## src/sv/ptw_pkg.sv

```systemverilog
// Shared constants, item types and codes of the page table walker.
package ptw_pkg;

	localparam int TABLE_PAGES      = 64;
	localparam int ENTRIES_PER_PAGE = 512;
	localparam int MAX_MAP_PAGES    = 1023;

	localparam int IDX_W   = $clog2(ENTRIES_PER_PAGE);
	localparam int PAGE_W  = (TABLE_PAGES > 1) ? $clog2(TABLE_PAGES) : 1;
	localparam int NFP_W   = $clog2(TABLE_PAGES + 1);
	localparam int DEPTH   = TABLE_PAGES * ENTRIES_PER_PAGE;
	localparam int ADDR_W  = PAGE_W + IDX_W;
	localparam int ENTRY_W = 64;
	localparam int PPN_W   = 44;
	localparam int VA_W    = 39;
	localparam int PA_W    = 56;
	localparam int VPN_W   = VA_W - 12;
	localparam int COUNT_W = 10;
	localparam int PERM_W  = 8;
	localparam int STAT_W  = 3;

	localparam int PADDR_W = 4;
	localparam int PDATA_W = 64;
	localparam logic [PADDR_W-4:0] REG_TABLE_BASE = '0;

	localparam logic OP_LOOKUP = 1'b0;
	localparam logic OP_MAP    = 1'b1;

	localparam logic [STAT_W-1:0] ST_OK       = 3'd0;
	localparam logic [STAT_W-1:0] ST_RANGE    = 3'd1;
	localparam logic [STAT_W-1:0] ST_NOTFOUND = 3'd2;
	localparam logic [STAT_W-1:0] ST_REMAP    = 3'd3;
	localparam logic [STAT_W-1:0] ST_NOPAGES  = 3'd4;

	typedef struct packed {
		logic               operation;
		logic [VA_W-1:0]    virt_addr;
		logic [PA_W-1:0]    phys_addr;
		logic [COUNT_W-1:0] page_count;
		logic [PERM_W-1:0]  perm;
	} in_item_t;

	typedef struct packed {
		logic [STAT_W-1:0]  status;
		logic [ENTRY_W-1:0] leaf_entry;
		logic [COUNT_W-1:0] pages_mapped;
	} out_item_t;

	typedef struct packed {
		logic               we;
		logic [ADDR_W-1:0]  addr;
		logic [ENTRY_W-1:0] wdata;
	} mem_req_t;

endpackage

```

## src/sv/ptw_alu.sv

```systemverilog
// Shared 44-bit adder and subtractor used by the evaluate, allocate, leaf and next steps of the walk.
module ptw_alu (
	input  logic [ptw_pkg::PPN_W-1:0] a,
	input  logic [ptw_pkg::PPN_W-1:0] b,
	input  logic                      sub,
	output logic [ptw_pkg::PPN_W-1:0] y
);

	assign y = sub ? (a - b) : (a + b);

endmodule

```

## src/sv/ptw_seq.sv

```systemverilog
// Sequencer that clears, walks, allocates and fills the table store one step at a time.
module ptw_seq (
	input  logic                      clk,
	input  logic                      arst_n,
	input  logic [ptw_pkg::PPN_W-1:0] base,
	input  logic                      in_valid,
	output logic                      in_ready,
	input  ptw_pkg::in_item_t         in_data,
	output logic                      out_valid,
	input  logic                      out_ready,
	output ptw_pkg::out_item_t        out_data,
	output ptw_pkg::mem_req_t         mem_req,
	input  logic [ptw_pkg::ENTRY_W-1:0] mem_rdata
);

	localparam logic [3:0] S_CLEAR = 4'd0;
	localparam logic [3:0] S_IDLE  = 4'd1;
	localparam logic [3:0] S_START = 4'd2;
	localparam logic [3:0] S_READ  = 4'd3;
	localparam logic [3:0] S_EVAL  = 4'd4;
	localparam logic [3:0] S_ALLOC = 4'd5;
	localparam logic [3:0] S_LEAF  = 4'd6;
	localparam logic [3:0] S_NEXT  = 4'd7;
	localparam logic [3:0] S_DONE  = 4'd8;

	logic [3:0]                        state_q;
	logic [ptw_pkg::ADDR_W-1:0]        clr_q;
	logic                              op_q;
	logic [ptw_pkg::VPN_W-1:0]         vpn_q;
	logic [ptw_pkg::PPN_W-1:0]         ppn_q;
	logic [ptw_pkg::COUNT_W-1:0]       count_q;
	logic [ptw_pkg::PERM_W-1:0]        perm_q;
	logic [1:0]                        level_q;
	logic [ptw_pkg::PAGE_W-1:0]        page_q;
	logic [ptw_pkg::NFP_W-1:0]         nfp_q;
	logic [ptw_pkg::STAT_W-1:0]        status_q;
	logic [ptw_pkg::ENTRY_W-1:0]       leaf_q;
	logic [ptw_pkg::COUNT_W-1:0]       mapped_q;
	logic [ptw_pkg::ADDR_W-1:0]        slot_q;
	ptw_pkg::out_item_t                out_q;
	logic                              out_valid_q;

	logic [ptw_pkg::IDX_W-1:0]         idx;
	logic [ptw_pkg::PPN_W-1:0]         alu_a;
	logic [ptw_pkg::PPN_W-1:0]         alu_b;
	logic                              alu_sub;
	logic [ptw_pkg::PPN_W-1:0]         alu_y;
	logic [ptw_pkg::ENTRY_W-1:0]       leaf_e;
	logic [ptw_pkg::COUNT_W-1:0]       mapped_inc;

	ptw_alu u_alu (
		.a   (alu_a),
		.b   (alu_b),
		.sub (alu_sub),
		.y   (alu_y)
	);

	always_comb begin
		case (level_q)
			2'd2: idx = vpn_q[3*ptw_pkg::IDX_W-1:2*ptw_pkg::IDX_W];
			2'd1: idx = vpn_q[2*ptw_pkg::IDX_W-1:ptw_pkg::IDX_W];
			default: idx = vpn_q[ptw_pkg::IDX_W-1:0];
		endcase
	end

	assign leaf_e = {10'b0, ppn_q, 2'b0, perm_q[ptw_pkg::PERM_W-1:1], 1'b1};
	assign mapped_inc = mapped_q + 1'b1;

	always_comb begin
		alu_a   = '0;
		alu_b   = '0;
		alu_sub = 1'b0;
		case (state_q)
			S_EVAL: begin
				alu_a   = mem_rdata[10 +: ptw_pkg::PPN_W];
				alu_b   = base;
				alu_sub = 1'b1;
			end
			S_ALLOC: begin
				alu_a = base;
				alu_b = ptw_pkg::PPN_W'(nfp_q);
			end
			S_LEAF: begin
				alu_a = ppn_q;
				alu_b = ptw_pkg::PPN_W'(1);
			end
			S_NEXT: begin
				alu_a = ptw_pkg::PPN_W'(vpn_q);
				alu_b = ptw_pkg::PPN_W'(1);
			end
			default: begin
				alu_a = '0;
			end
		endcase
	end

	always_comb begin
		mem_req.we    = 1'b0;
		mem_req.addr  = slot_q;
		mem_req.wdata = '0;
		case (state_q)
			S_CLEAR: begin
				mem_req.we   = 1'b1;
				mem_req.addr = clr_q;
			end
			S_READ: begin
				mem_req.addr = {page_q, idx};
			end
			S_ALLOC: begin
				mem_req.we    = 1'b1;
				mem_req.wdata = {10'b0, alu_y, 9'b0, 1'b1};
			end
			S_LEAF: begin
				mem_req.we    = 1'b1;
				mem_req.wdata = leaf_e;
			end
			default: begin
				mem_req.we = 1'b0;
			end
		endcase
	end

	assign in_ready  = (state_q == S_IDLE);
	assign out_valid = out_valid_q;
	assign out_data  = out_q;

	always_ff @(posedge clk or negedge arst_n) begin
		if (!arst_n) begin
			state_q     <= S_CLEAR;
			clr_q       <= '0;
			nfp_q       <= ptw_pkg::NFP_W'(1);
			out_valid_q <= 1'b0;
		end else begin
			if (out_valid_q && out_ready && state_q != S_DONE) begin
				out_valid_q <= 1'b0;
			end
			case (state_q)
				S_CLEAR: begin
					clr_q <= clr_q + 1'b1;
					if (clr_q == ptw_pkg::ADDR_W'(ptw_pkg::DEPTH - 1)) begin
						state_q <= S_IDLE;
					end
				end
				S_IDLE: begin
					if (in_valid) begin
						op_q     <= in_data.operation;
						vpn_q    <= in_data.virt_addr[ptw_pkg::VA_W-1:12];
						ppn_q    <= in_data.phys_addr[ptw_pkg::PA_W-1:12];
						count_q  <= in_data.page_count;
						perm_q   <= in_data.perm;
						leaf_q   <= '0;
						mapped_q <= '0;
						if (in_data.operation == ptw_pkg::OP_MAP &&
							(in_data.page_count == '0 ||
							32'(in_data.page_count) > ptw_pkg::MAX_MAP_PAGES)) begin
							status_q <= ptw_pkg::ST_RANGE;
							state_q  <= S_DONE;
						end else begin
							status_q <= ptw_pkg::ST_OK;
							state_q  <= S_START;
						end
					end
				end
				S_START: begin
					if (vpn_q[ptw_pkg::VPN_W-1]) begin
						status_q <= ptw_pkg::ST_RANGE;
						state_q  <= S_DONE;
					end else begin
						level_q <= 2'd2;
						page_q  <= '0;
						state_q <= S_READ;
					end
				end
				S_READ: begin
					slot_q  <= {page_q, idx};
					state_q <= S_EVAL;
				end
				S_EVAL: begin
					if (level_q == 2'd0) begin
						if (op_q == ptw_pkg::OP_LOOKUP) begin
							leaf_q  <= mem_rdata;
							state_q <= S_DONE;
						end else if (mem_rdata[0]) begin
							status_q <= ptw_pkg::ST_REMAP;
							state_q  <= S_DONE;
						end else begin
							state_q <= S_LEAF;
						end
					end else if (mem_rdata[0]) begin
						if (alu_y < ptw_pkg::PPN_W'(nfp_q)) begin
							page_q  <= alu_y[ptw_pkg::PAGE_W-1:0];
							level_q <= level_q - 1'b1;
							state_q <= S_READ;
						end else begin
							status_q <= ptw_pkg::ST_NOTFOUND;
							state_q  <= S_DONE;
						end
					end else if (op_q == ptw_pkg::OP_LOOKUP) begin
						status_q <= ptw_pkg::ST_NOTFOUND;
						state_q  <= S_DONE;
					end else if (nfp_q == ptw_pkg::NFP_W'(ptw_pkg::TABLE_PAGES)) begin
						status_q <= ptw_pkg::ST_NOPAGES;
						state_q  <= S_DONE;
					end else begin
						state_q <= S_ALLOC;
					end
				end
				S_ALLOC: begin
					page_q  <= nfp_q[ptw_pkg::PAGE_W-1:0];
					nfp_q   <= nfp_q + 1'b1;
					level_q <= level_q - 1'b1;
					state_q <= S_READ;
				end
				S_LEAF: begin
					leaf_q   <= leaf_e;
					mapped_q <= mapped_inc;
					ppn_q    <= alu_y;
					if (mapped_inc == count_q) begin
						state_q <= S_DONE;
					end else begin
						state_q <= S_NEXT;
					end
				end
				S_NEXT: begin
					vpn_q   <= alu_y[ptw_pkg::VPN_W-1:0];
					state_q <= S_START;
				end
				S_DONE: begin
					if (!out_valid_q || out_ready) begin
						out_q.status       <= status_q;
						out_q.leaf_entry   <= leaf_q;
						out_q.pages_mapped <= mapped_q;
						out_valid_q        <= 1'b1;
						state_q            <= S_IDLE;
					end
				end
				default: begin
					state_q <= S_IDLE;
				end
			endcase
		end
	end

endmodule

```

## config.mk

```make
export PLATFORM = sky130hd
export DESIGN_NAME = ptw_seq
export DESIGN_NICKNAME = d
export VERILOG_FILES = /design/src/sv/ptw_pkg.sv /design/src/sv/ptw_alu.sv /design/src/sv/ptw_seq.sv
export SDC_FILE = /design/constraint.sdc
export NUM_CORES = 1
export LEC_CHECK = 0
export BUFFER_PORTS_ARGS = -buffer_cell sky130_fd_sc_hd__buf_2
export CAP_MARGIN = 25
export CORE_ASPECT_RATIO = 1.25
export CORE_MARGIN = 1.5
export CORE_UTILIZATION = 34
export CTS_CLUSTER_DIAMETER = 120
export DETAILED_ROUTE_END_ITERATION = 8
export GPL_TIMING_DRIVEN = 0
export PLACE_DENSITY = 0.62
export SETUP_SLACK_MARGIN = 0.4
export SLEW_MARGIN = 20
export SYNTH_ARGS = -nofsm -noshare
export SYNTH_HDL_FRONTEND = slang
export SYNTH_HIERARCHICAL = 1
export SYNTH_SLANG_ARGS = --single-unit
export TNS_END_PERCENT = 100
```

## constraint.sdc

```tcl
create_clock -name clk -period 8.56 [get_ports clk]
set_input_delay 1.284 -clock clk [delete_from_list [all_inputs] [get_ports clk]]
set_output_delay 1.284 -clock clk [all_outputs]
set_load 0.02 [all_outputs]
```

### Yosys cells after proc, flatten, opt, wreduce, memory -nomap -nowiden

Cells that the tools add are included.

| word-level totals | value |
|---|---|
| bits in writable memories | 0 |
| logic and storage cells | 133 |
| memory bits (read-only) | 0 |
| memories | 0 |
| latch bits | 0 |
| bits in registers | 294 |

| operators by class | value |
|---|---|
| shifts and indexed selects | 0 |
| equality and inequality tests | 28 |
| $mul | 0 |
| order comparisons | 1 |
| add/subtract/negate cells | 6 |
| reduce and logical (&&, ||, !) cells | 24 |
| bitwise gates (word level) | 0 |
| mux-type cells | 56 |
| divide/modulo/power cells | 0 |

Operators by type and width:

| kind | count |
|---|---|
| two-way mux 64 bit | 3 |
| case mux 64 bit (3 select lines) | 1 |
| case mux 44 bit (4 select lines) | 1 |
| case mux 44 bit (3 select lines) | 1 |
| case mux 54 bit (2 select lines) | 1 |
| two-way mux 44 bit | 2 |
| case mux 44 bit (2 select lines) | 1 |
| case mux 27 bit (2 select lines) | 1 |
| two-way mux 4 bit | 13 |
| adder 44 bit | 1 |
| less-than comparator 44 x 7 -> 1 bit | 1 |
| subtractor 44 bit | 1 |
| case mux 4 bit (9 select lines) | 1 |
| case mux 15 bit (2 select lines) | 1 |
| two-way mux 27 bit | 1 |
| two-way mux 3 bit | 9 |
| two-way mux 6 bit | 4 |
| inequality test 2 bit, second input constant | 10 |
| case mux 10 bit (2 select lines) | 1 |
| case mux 6 bit (3 select lines) | 1 |
| case mux 9 bit (2 select lines) | 1 |
| equality test 4 x 3 -> 1 bit, second input constant | 4 |
| adder 15 x 1 -> 15 bit, second input constant | 1 |
| equality test 15 bit, second input constant | 1 |
| other kinds (32) | 53 |

### Longest topological paths before layout

Gate-level depths: netlist of the first run.

| depth | value |
|---|---|
| depth in word-level cells | 10 |
| mapped depth | 33 |
| depth with buffers taken out | 28 |

### Modules after synthesis

The synthesis of the first run kept the hierarchy.

Modules (own cells, without submodules):

| module | area an instance (sq um) | instances | cells an instance |
|---|---|---|---|
| ptw_seq | 13740.7 | 1 | 1156 |
| ptw_alu | 3325.7 | 1 | 501 |

### Worst setup path after synthesis of the first run

OpenSTA, ideal clock, no wires.

| timing | value |
|---|---|
| path type | in2reg |
| from | input port base[13] (netlist bit) |
| to | register level_q[0] (enable) |
| stages | 22 |
| path slack | 1.296 ns |
| data arrival time | 6.881 ns |
| buffers on the path | 0 |
| library setup time | 0.383 ns |
| path through | and3_1 or4_4 or4_4 or3_4 nor3b_4 nand2_2 nor2_4 nor2_1 xnor2_1 ha_1 a21oi_1 o21a_1 nand3_1 o21ai_0 nand2_1 xor2_1 or4_1 a21oi_1 nand4_1 a2111oi_4 nor2_1 nor3_1 |

| on the way | value |
|---|---|
| cells in the longest elaborated chain, start to end | 6 |

RTL lines:

| what | RTL line | RTL |
|---|---|---|
| start, declared | ptw_seq.sv:5 | `input logic [ptw_pkg::PPN_W-1:0] base,` |
| case mux 44 bit (4 select lines) / case mux 44 bit (3 select lines) (equally long branches) | ptw_seq.sv:73 | `case (state_q)` |
| adder 44 bit / subtractor 44 bit (equally long branches) | ptw_alu.sv:9 | `assign y = sub ? (a - b) : (a + b);` |
| two-way mux 44 bit * | ptw_alu.sv:9 |  |
| net alu_y, one bit | ptw_seq.sv:47 | `logic [ptw_pkg::PPN_W-1:0] alu_y;` |
| less-than comparator 44 x 7 -> 1 bit * | ptw_seq.sv:190 | `if (alu_y < ptw_pkg::PPN_W'(nfp_q)) begin` |
| inequality test 2 bit (no line) * | - |  |
| AND reduction 6 bit (no line) * | - |  |
| end signal, assigned | ptw_seq.sv:192 | `level_q <= level_q - 1'b1;` |
| end signal, assigned | ptw_seq.sv:211 | `level_q <= level_q - 1'b1;` |
| end, declared | ptw_seq.sv:33 | `logic [1:0] level_q;` |

Mark *: on every way through the listed nets, which the timed path passes. The rest lies on a longest branch.
A chain may end at the register's enable or synchronous reset.

==> results.sh, run 1 <==
export IMPL_setup_viol=0
export IMPL_powerDensity_mw_per_mm2=467
export IMPL_area_growth_pct=24.8
export IMPL_skew_ns=0.0490
export IMPL_rrSetupSlack_ns=0.73
export IMPL_gp_congestion=0.959
export IMPL_final_common_cell="buf_2"
export IMPL_cts_sinks=293
export IMPL_drive_above_1_share_pct=26.1
export IMPL_die_area_sq_mm=0.0516
export IMPL_r2r_end="page_q[4]"
export IMPL_criticalPathCategory="flop to primary output"
export IMPL_die_w_microns=203
export IMPL_nets=2358
export IMPL_synth_area_sq_mm=0.0171
export IMPL_hold_path_class="flop to flop"
export IMPL_cp_max_fo=10
export IMPL_grt_usage_pct=24.8
export IMPL_postCtsHoldBufs=0
export IMPL_postSynthCellCount=1657
export IMPL_fin_crit_ns=7.97
export IMPL_antenna_found_initial=1
export IMPL_fmax_ghz=0.125
export IMPL_start_util_pct=34.5
export IMPL_p_leak_nw=9.25
export IMPL_clk_path_buf_depth=3
export IMPL_ioPinCount=385
export IMPL_path_clk_slew_ns=0.07
export IMPL_numCtsBuffers=31
export IMPL_ys_ff_latch=293
export IMPL_clk_latency_ns=0.61
export IMPL_grt_max_degree=34
export IMPL_slew_limit_headroom_pct=26.2
export IMPL_tightest_slew_ns=1.11
export IMPL_irDropWorstVdd_v=0.000270
export IMPL_wl_per_cell_microns=23.8
export IMPL_synth_edff_count=266
export IMPL_yosysSeqAreaShare_pct=50.8
export IMPL_first_pass_iters=5
export IMPL_finalCritPeriodShare_pct=93.1
export IMPL_rsz0062_at_grt="false"
export IMPL_cp_start_kind="flop"
export IMPL_drv_cap=0
export IMPL_critPathLaunch="state_q[1]"
export IMPL_grt_overflow=0
export IMPL_worstRegToRegCells=24
export IMPL_ys_types=77
export IMPL_ant_nets=0
export IMPL_portBuffers=347
export IMPL_final_area_sq_mm=0.0213
export IMPL_crit_arrival_ns=6.69
export IMPL_rows=91
export IMPL_finalHoldViolations=0
export IMPL_cts_tree="built"
export IMPL_dpl_hpwl_microns=51200
export IMPL_viasPerCell=5.46
export IMPL_via_count=15000
export IMPL_h_tree_depth=1
export IMPL_final_cell_mix="buf_2 (374), nand2_1 (286), edfxtp_1 (266)"
export IMPL_drt_total_wl_microns=65600
export IMPL_die_h_microns=253
export IMPL_post_dp_cell_area_sq_mm=0.0199
export IMPL_r2r_start="state_q[3]"
export IMPL_status="finished, final reports clean"
export IMPL_post_route_util_pct=43.1
export IMPL_syn_area_per_cell_sq_um=10.3
export IMPL_end_kind="primary output"
export IMPL_cts_root_buf="clkbuf_16"
export IMPL_yosysWarnings=6
export IMPL_crit_required_ns=7.28
export IMPL_crit_end="mem_req[39]"
export IMPL_synth_ff_type="edfxtp_1"
export IMPL_grt_pass1_vias=15000
export IMPL_core_sq_mm=0.0494
export IMPL_grt_pass1_wl_microns=94500
export IMPL_drt_initial_drc_count=1311
export IMPL_route_detailed_drc=0
export IMPL_maxSlewViolCount=0
export IMPL_async_flop_share_pct=9.22
synth_stat cells (all sizes together), types with 29 or more instances:
cell | count | share of area [%]
clkbuf | 52 | 1.2
nor2 | 109 | 2.4
nand2 | 290 | 6.4
ha | 57 | 4.2
and3 | 60 | 2.2
nor3 | 30 | 0.91
o21ai | 30 | 0.88
nand3 | 29 | 0.88
buf | 47 | 1.6
inv | 57 | 1.3
a22o | 100 | 5.1
a21oi | 117 | 3.4
xnor2 | 90 | 4.6
a21o | 30 | 1.3
edfxtp | 266 | 47
power by group:
part	switching (mW)	internal [mW]	total, mW
clock	0.593	0.731	1.32
combinational	4.43	2.38	6.81
sequential	0.0781	1.74	1.81
total	5.10	4.85	9.95
critical path, cell delays in order (launching register included):
cell       delay (ns)
dfrtp_1          0.35
buf_2            0.21
nor2_2           0.31
nand2_4          0.12
inv_1            0.10
buf_4            0.25
buf_4            0.28
buf_4            0.29
clkbuf_1         0.21
clkbuf_1         0.48
nor2_1           0.15
xnor2_1          0.17
ha_1             0.37
o2111ai_1        0.22
a211oi_2         0.43
o2111ai_1        0.29
a2111oi_1        0.65
a211oi_2         0.13
buf_4            0.18
xnor2_2          0.40
a22o_1           0.28
buf_2            0.18
per-stage QoR:
step	setup TNS (ns)	worst slack (ns)	std cells	total power, mW	hold slack, ns
after floorplan	0	1.30	1668	6.00	0.400
after global placement	-9.99	-1.13	2666	7.87	0.401
after detailed placement	-6.58	-0.723	2674	7.91	0.405
after CTS	0	0.403	2737	9.60	0.419
after global routing	0	0.368	2751	10.5	0.422
final	0	0.590	2753	9.95	0.418
what timing repair did:
| action | 4_1_cts | 5_1_grt |
|---|---|---|
| pin swaps | 7 | 15 |
| buffers inserted | 5 | 12 |
| endpoints found under the setup margin | 36 | 27 |
| resized for setup | 38 | 31 |
worst min path at each step:
stage               cells after the start           end       start  slack, ns
CTS                                     0  out_data[62]  leaf_q[52]       0.42
finish                                  0  out_data[21]  leaf_q[11]       0.42
floorplan                               0  out_data[10]   leaf_q[0]       0.40
detailed placement                      0  out_data[37]  leaf_q[27]       0.40
global placement                        0  out_data[70]  leaf_q[60]       0.40
global route                            0  out_data[62]  leaf_q[52]       0.42
cells by family after synthesis:
family                   Yosys count  share of synthesized area (%)
flip-flops                       293                           50.8
adder cells (fa/ha/maj)           58                           4.30
XOR/XNOR                         121                           6.45
AO/OA/AOI/OAI                    394                           16.6
other                              1                         0.0220
AND/OR/NAND/NOR                  618                           16.9
buffers and inverters            156                           3.97
multiplexers                      16                           1.03
layer usage:
| layer | wire length, microns | part of all wire, % | GRT usage (%) | up-vias |
|---|---|---|---|---|
| li1 | - | - | - | 6900 |
| met1 | 25900 | 39 | 30.8 | 7328 |
| met2 | 32700 | 50 | 43.3 | 664 |
| met3 | 4050 | 6.2 | 2.55 | 149 |
| met4 | 3000 | 4.6 | 11.0 | 0 |
| met5 | 0 | 0 | 0 | - |
cell type report:
class	instances	area, sq um
inverters	57	214
clock buffers	41	813
clock inverters	17	153
multi-input cells	1219	8090
plain buffers	99	475
flip-flops and latches	293	8670
diodes	3	7.51
fillers	4889	28100
well taps	651	815
repair buffers	373	2060
sequential cells by signal, summed over array words and instances, names as in the netlist, 6 cells and up:
name and flops:
out_data 77, leaf_q 64, ppn_q 44, vpn_q 27
clr_q 15, slot_q 15, count_q 10, mapped_q 10
nfp_q 7, perm_q 7, page_q 6
Power figures use the tool's default switching activity.
==> run 2: changes to the inputs <==
--- a/config.mk
+++ b/config.mk
@@ -7,7 +7,7 @@
 export LEC_CHECK = 0
 export BUFFER_PORTS_ARGS = -buffer_cell sky130_fd_sc_hd__buf_2
 export CAP_MARGIN = 25
-export CORE_ASPECT_RATIO = 1.25
+export CORE_ASPECT_RATIO = 0.8
 export CORE_MARGIN = 1.5
 export CORE_UTILIZATION = 34
 export CTS_CLUSTER_DIAMETER = 120
==> run 2 against run 1 <==
  * Via count increased by 1.3%
  * Cell count increased by 0.91%
  * Clock power increased by 14%
  * Critical path depth increased by 3
  * Hold slack got worse by 0.011 ns
  * Utilization increased by 0.24 points
  * Sequential share of layout area decreased by 0.37 points
==> results.sh, run 2 (same netlist as run 1, synthesis figures left out) <==
export IMPL_finalCritPeriodShare_pct=93.5
export IMPL_slew_limit_headroom_pct=25.8
export IMPL_num_fill_cells=4808
export IMPL_wl_per_cell_microns=24.0
export IMPL_path_clk_slew_ns=0.06
export IMPL_via_count=15200
export IMPL_core_sq_mm=0.0496
export IMPL_criticalPathCategory="flop to primary output"
export IMPL_die_area_sq_mm=0.0516
export IMPL_dpl_hpwl_microns=51400
export IMPL_fmax_ghz=0.125
export IMPL_switching_share_pct=50.4
export IMPL_largest_reg_flops=77
export IMPL_rows=73
export IMPL_seqPwrFrac_pct=17.9
export IMPL_area_growth_pct=25.9
export IMPL_numCtsBuffers=34
export IMPL_irDropWorstVdd_v=0.000241
export IMPL_cts_root_buf="clkbuf_16"
export IMPL_ant_nets=0
export IMPL_first_pass_iters=6
export IMPL_viasPerCell=5.48
export IMPL_post_dp_cell_area_sq_mm=0.0199
export IMPL_h_tree_depth=2
export IMPL_end_kind="primary output"
export IMPL_drv_cap=0
export IMPL_cts_tree="built"
export IMPL_grt_pass1_wl_microns=94900
export IMPL_skew_ns=0.0272
export IMPL_final_area_sq_mm=0.0215
export IMPL_die_w_microns=253
export IMPL_dpl_cell_count=2698
export IMPL_drt_total_wl_microns=66700
export IMPL_setup_viol=0
export IMPL_crit_arrival_ns=6.72
export IMPL_crit_required_ns=7.28
export IMPL_gp_congestion=0.946
export IMPL_status="finished, final reports clean"
export IMPL_r2r_end="level_q[1]"
export IMPL_die_h_microns=203
export IMPL_grt_max_degree=38
export IMPL_rrSetupSlack_ns=0.64
export IMPL_hold_path_class="flop to flop"
export IMPL_fin_crit_ns=8.01
export IMPL_final_common_cell="buf_2"
export IMPL_internal_power_mw=5.05
export IMPL_route_detailed_drc=0
export IMPL_power_switching_mw=5.13
export IMPL_grt_pass1_vias=14700
export IMPL_ioPinCount=385
export IMPL_hold_depth=0
export IMPL_regArea_sq_mm=0.00867
export IMPL_drt_initial_drc_count=1457
export IMPL_clk_latency_ns=0.57
export IMPL_powerDensity_mw_per_mm2=474
export IMPL_holdPathEnd="out_data[46]"
export IMPL_final_cell_mix="buf_2 (374), nand2_1 (286), edfxtp_1 (266)"
export IMPL_layout_cells_non_filler=2778
export IMPL_multi_input_area_sq_mm=0.00811
export IMPL_clk_path_buf_depth=3
export IMPL_postCtsHoldBufs=0
export IMPL_grt_overflow=0
export IMPL_cp_max_fo=10
export IMPL_nets=2359
export IMPL_cts_sinks=293
export IMPL_p_leak_nw=9.32
export IMPL_worstRegToRegCells=25
export IMPL_grt_usage_pct=25.1
export IMPL_power_frac_comb_pct=67.3
export IMPL_tightest_slew_ns=1.11
export IMPL_drive_above_1_share_pct=26.4
export IMPL_maxSlewViolCount=0
export IMPL_critPathLaunch="state_q[2]"
export IMPL_start_util_pct=34.4
export IMPL_cp_start_kind="flop"
export IMPL_finalHoldViolations=0
export IMPL_portBuffers=347
export IMPL_hold_path_startpoint="leaf_q[36]"
export IMPL_clockPowerShare_pct=14.8
export IMPL_antenna_found_initial=14
export IMPL_r2r_start="state_q[3]"
export IMPL_rsz0062_at_grt="false"
## run 2: power by group through the flow
stage	logic [mW]	registers (mW)	clock network (mW)
6_report	6.85	1.82	1.51
5_1_grt	7.32	1.83	1.58
4_1_cts	6.43	1.82	1.53
3_5_place_dp	5.97	1.85	0
3_3_place_gp	5.93	1.85	0
2_1_floorplan	4.17	1.83	0
## run 2: worst max path at each step
| stage | to | slack, ns |
|---|---|---|
| 4_1_cts | mem_req[52] | 0.46 |
| 3_3_place_gp | page_q[1] | -1.10 |
| 5_1_grt | mem_req[50] | 0.42 |
| 3_5_place_dp | page_q[0] | -0.82 |
| 2_1_floorplan | level_q[0] | 1.30 |
| 6_report | mem_req[47] | 0.55 |
## run 2: area by class of cell
type / instances / area share (%)
Sequential cell: 293 / 40.3
Multi-Input combinational cell: 1219 / 37.7
Timing Repair Buffer: 371 / 9.51
Clock buffer: 39 / 4.15
Tap cell: 675 / 3.93
Buffer: 99 / 2.22
Clock inverter: 21 / 1.07
Inverter: 57 / 0.996
Antenna cell: 4 / 0.0466
## run 2: what timing repair did
action                                  in CTS  in global routing
endpoints found under the setup margin      33                 31
buffers inserted                             7                  8
pin swaps                                    5                 15
gates resized for setup                     38                 35
hold endpoints to repair                     0                  0
## run 2: through the flow
| stage | setup slack, ns | util [%] | power, mW | setup TNS [ns] | hold slack (ns) |
|---|---|---|---|---|---|
| 2_1_floorplan | 1.30 | - | 6.00 | 0 | 0.400 |
| 3_3_place_gp | -1.10 | 39.7 | 7.78 | -9.45 | 0.401 |
| 3_5_place_dp | -0.820 | 40.1 | 7.82 | -7.98 | 0.405 |
| 4_1_cts | 0.458 | 42.9 | 9.78 | 0 | 0.412 |
| 5_1_grt | 0.416 | 43.3 | 10.7 | 0 | 0.417 |
| 6_report | 0.555 | 43.3 | 10.2 | 0 | 0.407 |
## run 2: critical path, stage by stage (launching register included)
cell,delay (ns)
dfrtp_2,0.46
nor2b_1,0.15
buf_2,0.18
nand2_4,0.12
inv_1,0.07
buf_4,0.22
buf_4,0.23
buf_2,0.20
a22o_1,0.32
or3_1,0.36
or3_4,0.40
nor3_4,0.27
nor3b_4,0.34
a21oi_1,0.14
xnor2_1,0.30
ha_2,0.38
a21o_1,0.20
a21o_1,0.19
a21oi_2,0.18
nand3_1,0.14
o21ai_4,0.33
nand2_2,0.20
a211oi_4,0.37
a22o_1,0.20
buf_2,0.16
## run 2: layer usage
layer,global-route usage (%),vias to the layer above,share of wire [%]
met4,8.34,16,3.0
met3,6.10,125,9.2
met1,35.1,7476,44
met5,0,-,0.14
li1,-,6906,-
met2,38.2,709,44
